<file path="src/rtl/cmf_pkg.sv">
// ----------------------------------------------------------------------------
// cmf_pkg
// shared types and constants of the cube map face and coordinate unit
// ----------------------------------------------------------------------------
package cmf_pkg;

  localparam int CMF_COMP_BITS = 16;
  localparam int CMF_FRAC_BITS = 16;
  localparam int FACE_BITS     = 3;

  // face codes
  localparam logic [FACE_BITS-1:0] FACE_POS_Y = 3'd0;
  localparam logic [FACE_BITS-1:0] FACE_NEG_X = 3'd1;
  localparam logic [FACE_BITS-1:0] FACE_POS_Z = 3'd2;
  localparam logic [FACE_BITS-1:0] FACE_POS_X = 3'd3;
  localparam logic [FACE_BITS-1:0] FACE_NEG_Y = 3'd4;
  localparam logic [FACE_BITS-1:0] FACE_NEG_Z = 3'd5;

  // per-beat side info carried alongside the divider lanes
  typedef struct packed {
    logic [FACE_BITS-1:0] face;
    logic                 zero;
    logic                 neg_u;
    logic                 neg_v;
  } side_t;

endpackage

</file>
<file path="src/rtl/cmf_abs.sv">
// ----------------------------------------------------------------------------
// cmf_abs
// first stage: component magnitudes and signs
// ----------------------------------------------------------------------------
module cmf_abs
  import cmf_pkg::*;
#(
  parameter int COMP_BITS = CMF_COMP_BITS
) (
  input  logic                 clk,
  input  logic                 rst,
  input  logic                 en,
  input  logic                 vld_in,
  input  logic [COMP_BITS-1:0] x_in,
  input  logic [COMP_BITS-1:0] y_in,
  input  logic [COMP_BITS-1:0] z_in,
  output logic                 vld,
  output logic [COMP_BITS-1:0] ax,
  output logic [COMP_BITS-1:0] ay,
  output logic [COMP_BITS-1:0] az,
  output logic                 sx,
  output logic                 sy,
  output logic                 sz
);

  // most negative value negates to its exact unsigned magnitude
  function automatic logic [COMP_BITS-1:0] mag(input logic [COMP_BITS-1:0] v);
    return v[COMP_BITS-1] ? (~v + 1'b1) : v;
  endfunction

  always_ff @(posedge clk) begin
    if (rst) begin
      vld <= 1'b0;
    end else if (en) begin
      vld <= vld_in;
    end
  end

  always_ff @(posedge clk) begin
    if (en) begin
      ax <= mag(x_in);
      ay <= mag(y_in);
      az <= mag(z_in);
      sx <= x_in[COMP_BITS-1];
      sy <= y_in[COMP_BITS-1];
      sz <= z_in[COMP_BITS-1];
    end
  end

endmodule

</file>
<file path="src/rtl/cmf_select.sv">
// ----------------------------------------------------------------------------
// cmf_select
// second stage: major axis pick, face code, minor operands and signs
// ----------------------------------------------------------------------------
module cmf_select
  import cmf_pkg::*;
#(
  parameter int COMP_BITS = CMF_COMP_BITS
) (
  input  logic                 clk,
  input  logic                 rst,
  input  logic                 en,
  input  logic                 vld_in,
  input  logic [COMP_BITS-1:0] ax,
  input  logic [COMP_BITS-1:0] ay,
  input  logic [COMP_BITS-1:0] az,
  input  logic                 sx,
  input  logic                 sy,
  input  logic                 sz,
  output logic                 vld,
  output logic [COMP_BITS-1:0] major,
  output logic [COMP_BITS-1:0] minor_u,
  output logic [COMP_BITS-1:0] minor_v,
  output side_t                side
);

  logic                 x_maj;
  logic                 y_maj;
  logic [COMP_BITS-1:0] major_next;
  logic [COMP_BITS-1:0] minor_u_next;
  logic [COMP_BITS-1:0] minor_v_next;
  side_t                side_next;

  assign x_maj = (ax >= ay) && (ax >= az);
  assign y_maj = (ay >= az);

  // neg = (minor < 0) != (major < 0), inverted where the face takes minus
  always_comb begin
    side_next.zero = (ax == '0) && (ay == '0) && (az == '0);
    if (x_maj) begin
      major_next   = ax;
      minor_u_next = az;
      minor_v_next = ay;
      side_next.face  = sx ? FACE_NEG_X : FACE_POS_X;
      side_next.neg_u = ~(sz ^ sx);
      side_next.neg_v = sx ? ~(sy ^ sx) : (sy ^ sx);
    end else if (y_maj) begin
      major_next   = ay;
      minor_u_next = ax;
      minor_v_next = az;
      side_next.face  = sy ? FACE_NEG_Y : FACE_POS_Y;
      side_next.neg_u = sy ? ~(sx ^ sy) : (sx ^ sy);
      side_next.neg_v = ~(sz ^ sy);
    end else begin
      major_next   = az;
      minor_u_next = ax;
      minor_v_next = ay;
      side_next.face  = sz ? FACE_NEG_Z : FACE_POS_Z;
      side_next.neg_u = sz ? ~(sx ^ sz) : (sx ^ sz);
      side_next.neg_v = sy ^ sz;
    end
  end

  always_ff @(posedge clk) begin
    if (rst) begin
      vld <= 1'b0;
    end else if (en) begin
      vld <= vld_in;
    end
  end

  always_ff @(posedge clk) begin
    if (en) begin
      major   <= major_next;
      minor_u <= minor_u_next;
      minor_v <= minor_v_next;
      side    <= side_next;
    end
  end

endmodule

</file>
<file path="src/rtl/cmf_div_step.sv">
// ----------------------------------------------------------------------------
// cmf_div_step
// one restoring division step for both coordinate lanes, registered
// ----------------------------------------------------------------------------
module cmf_div_step
  import cmf_pkg::*;
#(
  parameter int COMP_BITS = CMF_COMP_BITS,
  parameter int FRAC_BITS = CMF_FRAC_BITS,
  parameter bit FIRST     = 1'b0
) (
  input  logic                 clk,
  input  logic                 rst,
  input  logic                 en,
  input  logic                 vld_in,
  input  logic [COMP_BITS-1:0] major_in,
  input  logic [COMP_BITS-1:0] rem_u_in,
  input  logic [COMP_BITS-1:0] rem_v_in,
  input  logic [FRAC_BITS-1:0] quo_u_in,
  input  logic [FRAC_BITS-1:0] quo_v_in,
  input  side_t                side_in,
  output logic                 vld,
  output logic [COMP_BITS-1:0] major,
  output logic [COMP_BITS-1:0] rem_u,
  output logic [COMP_BITS-1:0] rem_v,
  output logic [FRAC_BITS-1:0] quo_u,
  output logic [FRAC_BITS-1:0] quo_v,
  output side_t                side
);

  logic [COMP_BITS:0]   den;
  logic [COMP_BITS:0]   t_u;
  logic [COMP_BITS:0]   t_v;
  logic                 q_u;
  logic                 q_v;
  logic [COMP_BITS:0]   d_u;
  logic [COMP_BITS:0]   d_v;

  // first step takes the top quotient bit without doubling
  assign den = {1'b0, major_in};
  assign t_u = FIRST ? {1'b0, rem_u_in} : {rem_u_in, 1'b0};
  assign t_v = FIRST ? {1'b0, rem_v_in} : {rem_v_in, 1'b0};
  assign q_u = (t_u >= den);
  assign q_v = (t_v >= den);
  assign d_u = q_u ? (t_u - den) : t_u;
  assign d_v = q_v ? (t_v - den) : t_v;

  always_ff @(posedge clk) begin
    if (rst) begin
      vld <= 1'b0;
    end else if (en) begin
      vld <= vld_in;
    end
  end

  always_ff @(posedge clk) begin
    if (en) begin
      major <= major_in;
      rem_u <= d_u[COMP_BITS-1:0];
      rem_v <= d_v[COMP_BITS-1:0];
      quo_u <= {quo_u_in[FRAC_BITS-2:0], q_u};
      quo_v <= {quo_v_in[FRAC_BITS-2:0], q_v};
      side  <= side_in;
    end
  end

endmodule

</file>
<file path="src/rtl/cmf_finish.sv">
// ----------------------------------------------------------------------------
// cmf_finish
// output stage: half offset, sign of the half ratio, zero vector override
// ----------------------------------------------------------------------------
module cmf_finish
  import cmf_pkg::*;
#(
  parameter int FRAC_BITS = CMF_FRAC_BITS
) (
  input  logic                 clk,
  input  logic                 rst,
  input  logic                 en,
  input  logic                 vld_in,
  input  logic [FRAC_BITS-1:0] quo_u,
  input  logic [FRAC_BITS-1:0] quo_v,
  input  side_t                side,
  output logic                 vld,
  output logic [FACE_BITS-1:0] face_index,
  output logic [FRAC_BITS:0]   coord_u,
  output logic [FRAC_BITS:0]   coord_v,
  output logic                 zero_vector
);

  localparam logic [FRAC_BITS:0] HALF = (FRAC_BITS+1)'(1) << (FRAC_BITS - 1);

  logic [FRAC_BITS:0] u_next;
  logic [FRAC_BITS:0] v_next;

  always_comb begin
    if (side.zero) begin
      u_next = HALF;
      v_next = HALF;
    end else begin
      u_next = side.neg_u ? (HALF - {1'b0, quo_u}) : (HALF + {1'b0, quo_u});
      v_next = side.neg_v ? (HALF - {1'b0, quo_v}) : (HALF + {1'b0, quo_v});
    end
  end

  always_ff @(posedge clk) begin
    if (rst) begin
      vld <= 1'b0;
    end else if (en) begin
      vld <= vld_in;
    end
  end

  always_ff @(posedge clk) begin
    if (en) begin
      face_index  <= side.face;
      coord_u     <= u_next;
      coord_v     <= v_next;
      zero_vector <= side.zero;
    end
  end

endmodule

</file>
<file path="src/rtl/cube_map_face_and_coord_unit.sv">
// ----------------------------------------------------------------------------
// cube_map_face_and_coord_unit
// stages: abs, select, the divider steps and finish; one quotient bit per
//   divider stage
// throughput: one beat per cycle; the whole pipe holds while a result stalls
// reset: synchronous, clears all stage valid bits, no clearing pass
// ----------------------------------------------------------------------------
module cube_map_face_and_coord_unit
  import cmf_pkg::*;
#(
  parameter int COMP_BITS = CMF_COMP_BITS,
  parameter int FRAC_BITS = CMF_FRAC_BITS
) (
  input  logic                 clk,
  input  logic                 rst,
  // direction beats
  input  logic                 dir_valid,
  output logic                 dir_stall,
  input  logic [COMP_BITS-1:0] dir_x,
  input  logic [COMP_BITS-1:0] dir_y,
  input  logic [COMP_BITS-1:0] dir_z,
  // result beats
  output logic                 result_valid,
  input  logic                 result_stall,
  output logic [FACE_BITS-1:0] face_index,
  output logic [FRAC_BITS:0]   coord_u,
  output logic [FRAC_BITS:0]   coord_v,
  output logic                 zero_vector
);

  // pipe map:
  //   abs    : magnitudes and sign bits
  //   select : major axis (ties to x then y), face code, minor operands
  //   div    : FRAC_BITS restoring steps, both lanes side by side, giving
  //            q = (|minor| << (FRAC_BITS-1)) / |major| truncated
  //   finish : one half plus or minus q, zero vector forced to the middle
  // one enable for every stage: the pipe moves unless the output register
  // holds a beat that the far side is stalling

  logic en;

  assign en        = ~(result_valid & result_stall);
  assign dir_stall = ~en;

  // abs stage
  logic                 a_vld;
  logic [COMP_BITS-1:0] a_ax;
  logic [COMP_BITS-1:0] a_ay;
  logic [COMP_BITS-1:0] a_az;
  logic                 a_sx;
  logic                 a_sy;
  logic                 a_sz;

  cmf_abs #(
    .COMP_BITS (COMP_BITS)
  ) u_abs (
    .clk    (clk),
    .rst    (rst),
    .en     (en),
    .vld_in (dir_valid),
    .x_in   (dir_x),
    .y_in   (dir_y),
    .z_in   (dir_z),
    .vld    (a_vld),
    .ax     (a_ax),
    .ay     (a_ay),
    .az     (a_az),
    .sx     (a_sx),
    .sy     (a_sy),
    .sz     (a_sz)
  );

  // divider chain taps; tap 0 is the select stage output
  logic                 d_vld   [0:FRAC_BITS];
  logic [COMP_BITS-1:0] d_major [0:FRAC_BITS];
  logic [COMP_BITS-1:0] d_rem_u [0:FRAC_BITS];
  logic [COMP_BITS-1:0] d_rem_v [0:FRAC_BITS];
  logic [FRAC_BITS-1:0] d_quo_u [0:FRAC_BITS];
  logic [FRAC_BITS-1:0] d_quo_v [0:FRAC_BITS];
  side_t                d_side  [0:FRAC_BITS];

  cmf_select #(
    .COMP_BITS (COMP_BITS)
  ) u_select (
    .clk     (clk),
    .rst     (rst),
    .en      (en),
    .vld_in  (a_vld),
    .ax      (a_ax),
    .ay      (a_ay),
    .az      (a_az),
    .sx      (a_sx),
    .sy      (a_sy),
    .sz      (a_sz),
    .vld     (d_vld[0]),
    .major   (d_major[0]),
    .minor_u (d_rem_u[0]),
    .minor_v (d_rem_v[0]),
    .side    (d_side[0])
  );

  // quotients start empty; each step shifts in one bit, msb first
  assign d_quo_u[0] = '0;
  assign d_quo_v[0] = '0;

  for (genvar i = 0; i < FRAC_BITS; i++) begin : g_div
    cmf_div_step #(
      .COMP_BITS (COMP_BITS),
      .FRAC_BITS (FRAC_BITS),
      .FIRST     (i == 0)
    ) u_step (
      .clk      (clk),
      .rst      (rst),
      .en       (en),
      .vld_in   (d_vld[i]),
      .major_in (d_major[i]),
      .rem_u_in (d_rem_u[i]),
      .rem_v_in (d_rem_v[i]),
      .quo_u_in (d_quo_u[i]),
      .quo_v_in (d_quo_v[i]),
      .side_in  (d_side[i]),
      .vld      (d_vld[i+1]),
      .major    (d_major[i+1]),
      .rem_u    (d_rem_u[i+1]),
      .rem_v    (d_rem_v[i+1]),
      .quo_u    (d_quo_u[i+1]),
      .quo_v    (d_quo_v[i+1]),
      .side     (d_side[i+1])
    );
  end

  // the last divider tap's major and remainders are not needed past here
  cmf_finish #(
    .FRAC_BITS (FRAC_BITS)
  ) u_finish (
    .clk         (clk),
    .rst         (rst),
    .en          (en),
    .vld_in      (d_vld[FRAC_BITS]),
    .quo_u       (d_quo_u[FRAC_BITS]),
    .quo_v       (d_quo_v[FRAC_BITS]),
    .side        (d_side[FRAC_BITS]),
    .vld         (result_valid),
    .face_index  (face_index),
    .coord_u     (coord_u),
    .coord_v     (coord_v),
    .zero_vector (zero_vector)
  );

endmodule

</file>
<file path="config.mk">
export PLATFORM = sky130hd
export DESIGN_NAME = cube_map_face_and_coord_unit
export DESIGN_NICKNAME = d
export VERILOG_FILES = /design/src/rtl/cmf_pkg.sv /design/src/rtl/cmf_abs.sv /design/src/rtl/cmf_select.sv /design/src/rtl/cmf_div_step.sv /design/src/rtl/cmf_finish.sv /design/src/rtl/cube_map_face_and_coord_unit.sv
export SDC_FILE = /design/constraint.sdc
export NUM_CORES = 2
export LEC_CHECK = 0
export ABC_AREA = 0
export BUFFER_PORTS_ARGS = -buffer_cell sky130_fd_sc_hd__clkbuf_2
export CAP_MARGIN = 20
export CORE_MARGIN = 10
export CORE_UTILIZATION = 59
export CTS_CLUSTER_SIZE = 14
export DETAILED_ROUTE_END_ITERATION = 7
export PLACE_DENSITY = 0.84
export SYNTH_ARGS = -nofsm -noshare
export SYNTH_HDL_FRONTEND = slang
export SYNTH_HIERARCHICAL = 1
export SYNTH_SLANG_ARGS = --single-unit
</file>
<file path="constraint.sdc">
create_clock -name clk -period 39 [get_ports clk]
set_input_delay 5.85 -clock clk [delete_from_list [all_inputs] [get_ports clk]]
set_output_delay 5.85 -clock clk [all_outputs]
set_load 0.05 [all_outputs]
</file>
==> impl_metrics.ini <==
[setup_path]
end_kind = output port
cp_max_fo = 2
crit_family = buffers and inverters
slowest_stage = clkbuf_2
cp.required_ps = 33150
cp.arrival_ps = 6340
startpoint_type = input port
cp_common_cell = clkbuf_2
r2r_slack_ps = 32740
path_cells = clkbuf_2, and2_1, clkbuf_2
path_buf_inv = 2
cpPeakStageDelay_ps = 270
crit_type = input port to output port

[cts]
clock_path_buffers = 3
cts.sinks = 1250
htreeDepth = 4
cts_buffers = 132
clk_pin_slew_worst_paths_ps = 60
cts-root-buf = clkbuf_16
cts_setup_buffers = 0
insertion_delay_ps = 760
cts_resized = 0
cts_tree = built
hold_buffers = 0

[sta]
finalCritPeriodShare_pct = 31.3
rsz0062_at_grt = false
hold_viol = 0
finalSetupTns_ps = 0
fin_crit_ps = 12190
setup_slack_ps = 26810
slew_headroom_pct = 22.9
drv_slew = 0
fmax_mhz = 82.0
skew_ps = 18.0
worst_slew_pin_slew_ps = 1160
setup_viol = 0

[floorplan]
core_area_um2 = 126000
io_pins = 92
fp.dieH_um = 376
die_x_um = 376
start_util_pct = 59.5
dieArea_um2 = 142000
row_count = 130

[final_layout]
syn2layout_area_growth_pct = 8.13
layout-drive-gt1-share_pct = 9.71
design_area_um2 = 81000
multiInputGateArea_um2 = 34800
register_area_um2 = 37300
fillers = 9511
nets = 7205

[detailed_routing]
viasPerCell = 6.32
wl_um = 178000
drc = 0
wire_per_inst_um = 21.3
drtPass1Iterations = 6
drt-initial-drc-count = 5237
antenna_left = 0
via_count = 52500

[placed_design]
dpl_cell_area_um2 = 76700
dp_hpwl_um = 133000
place_ws_ps = 26800
routabilityCongestion = 0.950
port_buffers = 91

[global_routing]
antenna_found_initial = 4
grt_pass1_vias = 50500
grt_max_degree = 197
track_usage_pct = 24.2
grt_pass1_wl_um = 275000
grt-ovfl-total = 0

[synth]
syn-instance-count = 6452
synth_area_per_cell_um2 = 11.6
ys_warn_count = 6
synth.cell_area_um2 = 74900
synth_nets = 7099

[flow_run]
maxCapViolCount = 0

[worst_hold_path]
hold_class = flip-flop to flip-flop

[run_status]
status = finished, final reports clean
-- path summary, 6_finish.rpt --
path	startpoint	to	cells after the start
setup / recovery	result_stall	dir_stall	3
setup reg to reg	u_finish/vld	g_div[2].u_step/quo_u[1]	6
hold reg to reg	g_div[6].u_step/quo_u[2]	g_div[7].u_step/quo_u[3]	0
hold / removal	g_div[6].u_step/quo_u[2]	g_div[7].u_step/quo_u[3]	0
-- cell usage in the layout (no fill, tap or decap), drive strengths merged, types with 80 or more instances in the layout --
master / n
edfxtp: 1231
ha: 565
a21oi: 539
inv: 518
nor2: 470
nand2: 332
o21ai: 301
mux2: 296
clkbuf: 253
xnor2: 218
nand2b: 128
a21o: 120
nand3: 114
xor2: 105
a211oi: 101
mux2i: 96
o31ai: 93
o211ai: 89
o21a: 80
-- flip-flops by register name, indices dropped and copies added, names as in the netlist, 16 cells and up --
| register | flops |
|---|---|
| g_div.u_step/vld | 16 |
| u_abs/ax | 16 |
| g_div.u_step/rem_v | 240 |
| u_finish/coord_v | 17 |
| u_abs/az | 16 |
| u_select/minor_v | 16 |
| u_finish/coord_u | 17 |
| u_select/minor_u | 16 |
| u_abs/ay | 16 |
| g_div.u_step/quo_u | 136 |
| g_div.u_step/major | 240 |
| g_div.u_step/rem_u | 240 |
| g_div.u_step/side | 96 |
| u_select/major | 16 |
| g_div.u_step/quo_v | 136 |
-- area by class of cell --
| class | instances | share of cell area, % |
|---|---|---|
| multi-input cells | 4556 | 42.9 |
| flip-flops and latches | 1250 | 46.1 |
| well taps | 1650 | 2.55 |
| clock inverters | 77 | 0.950 |
| clock buffers | 162 | 4.32 |
| inverters | 511 | 2.37 |
| diodes | 2 | 0.00618 |
| repair buffers | 107 | 0.742 |
-- metal layers --
metal	vias to the layer above	wire length, µm	global-route usage [%]
met5	-	13	0
met4	2	5680	8.41
met3	389	11900	3.55
met2	2121	86200	41.1
met1	25300	73800	31.4
li1	24700	-	-
-- through the flow --
step	std cells	hold slack [ps]	utilization, %
after CTS	8313	403	64.3
after global routing	8313	416	64.3
after detailed placement	8074	405	60.9
final	8315	405	64.3
after global placement	8074	401	60.9
after floorplan	6452	400	-
Power is not shown: default switching activity piles up to over one toggle a cycle in this logic, so the estimate is an artifact.
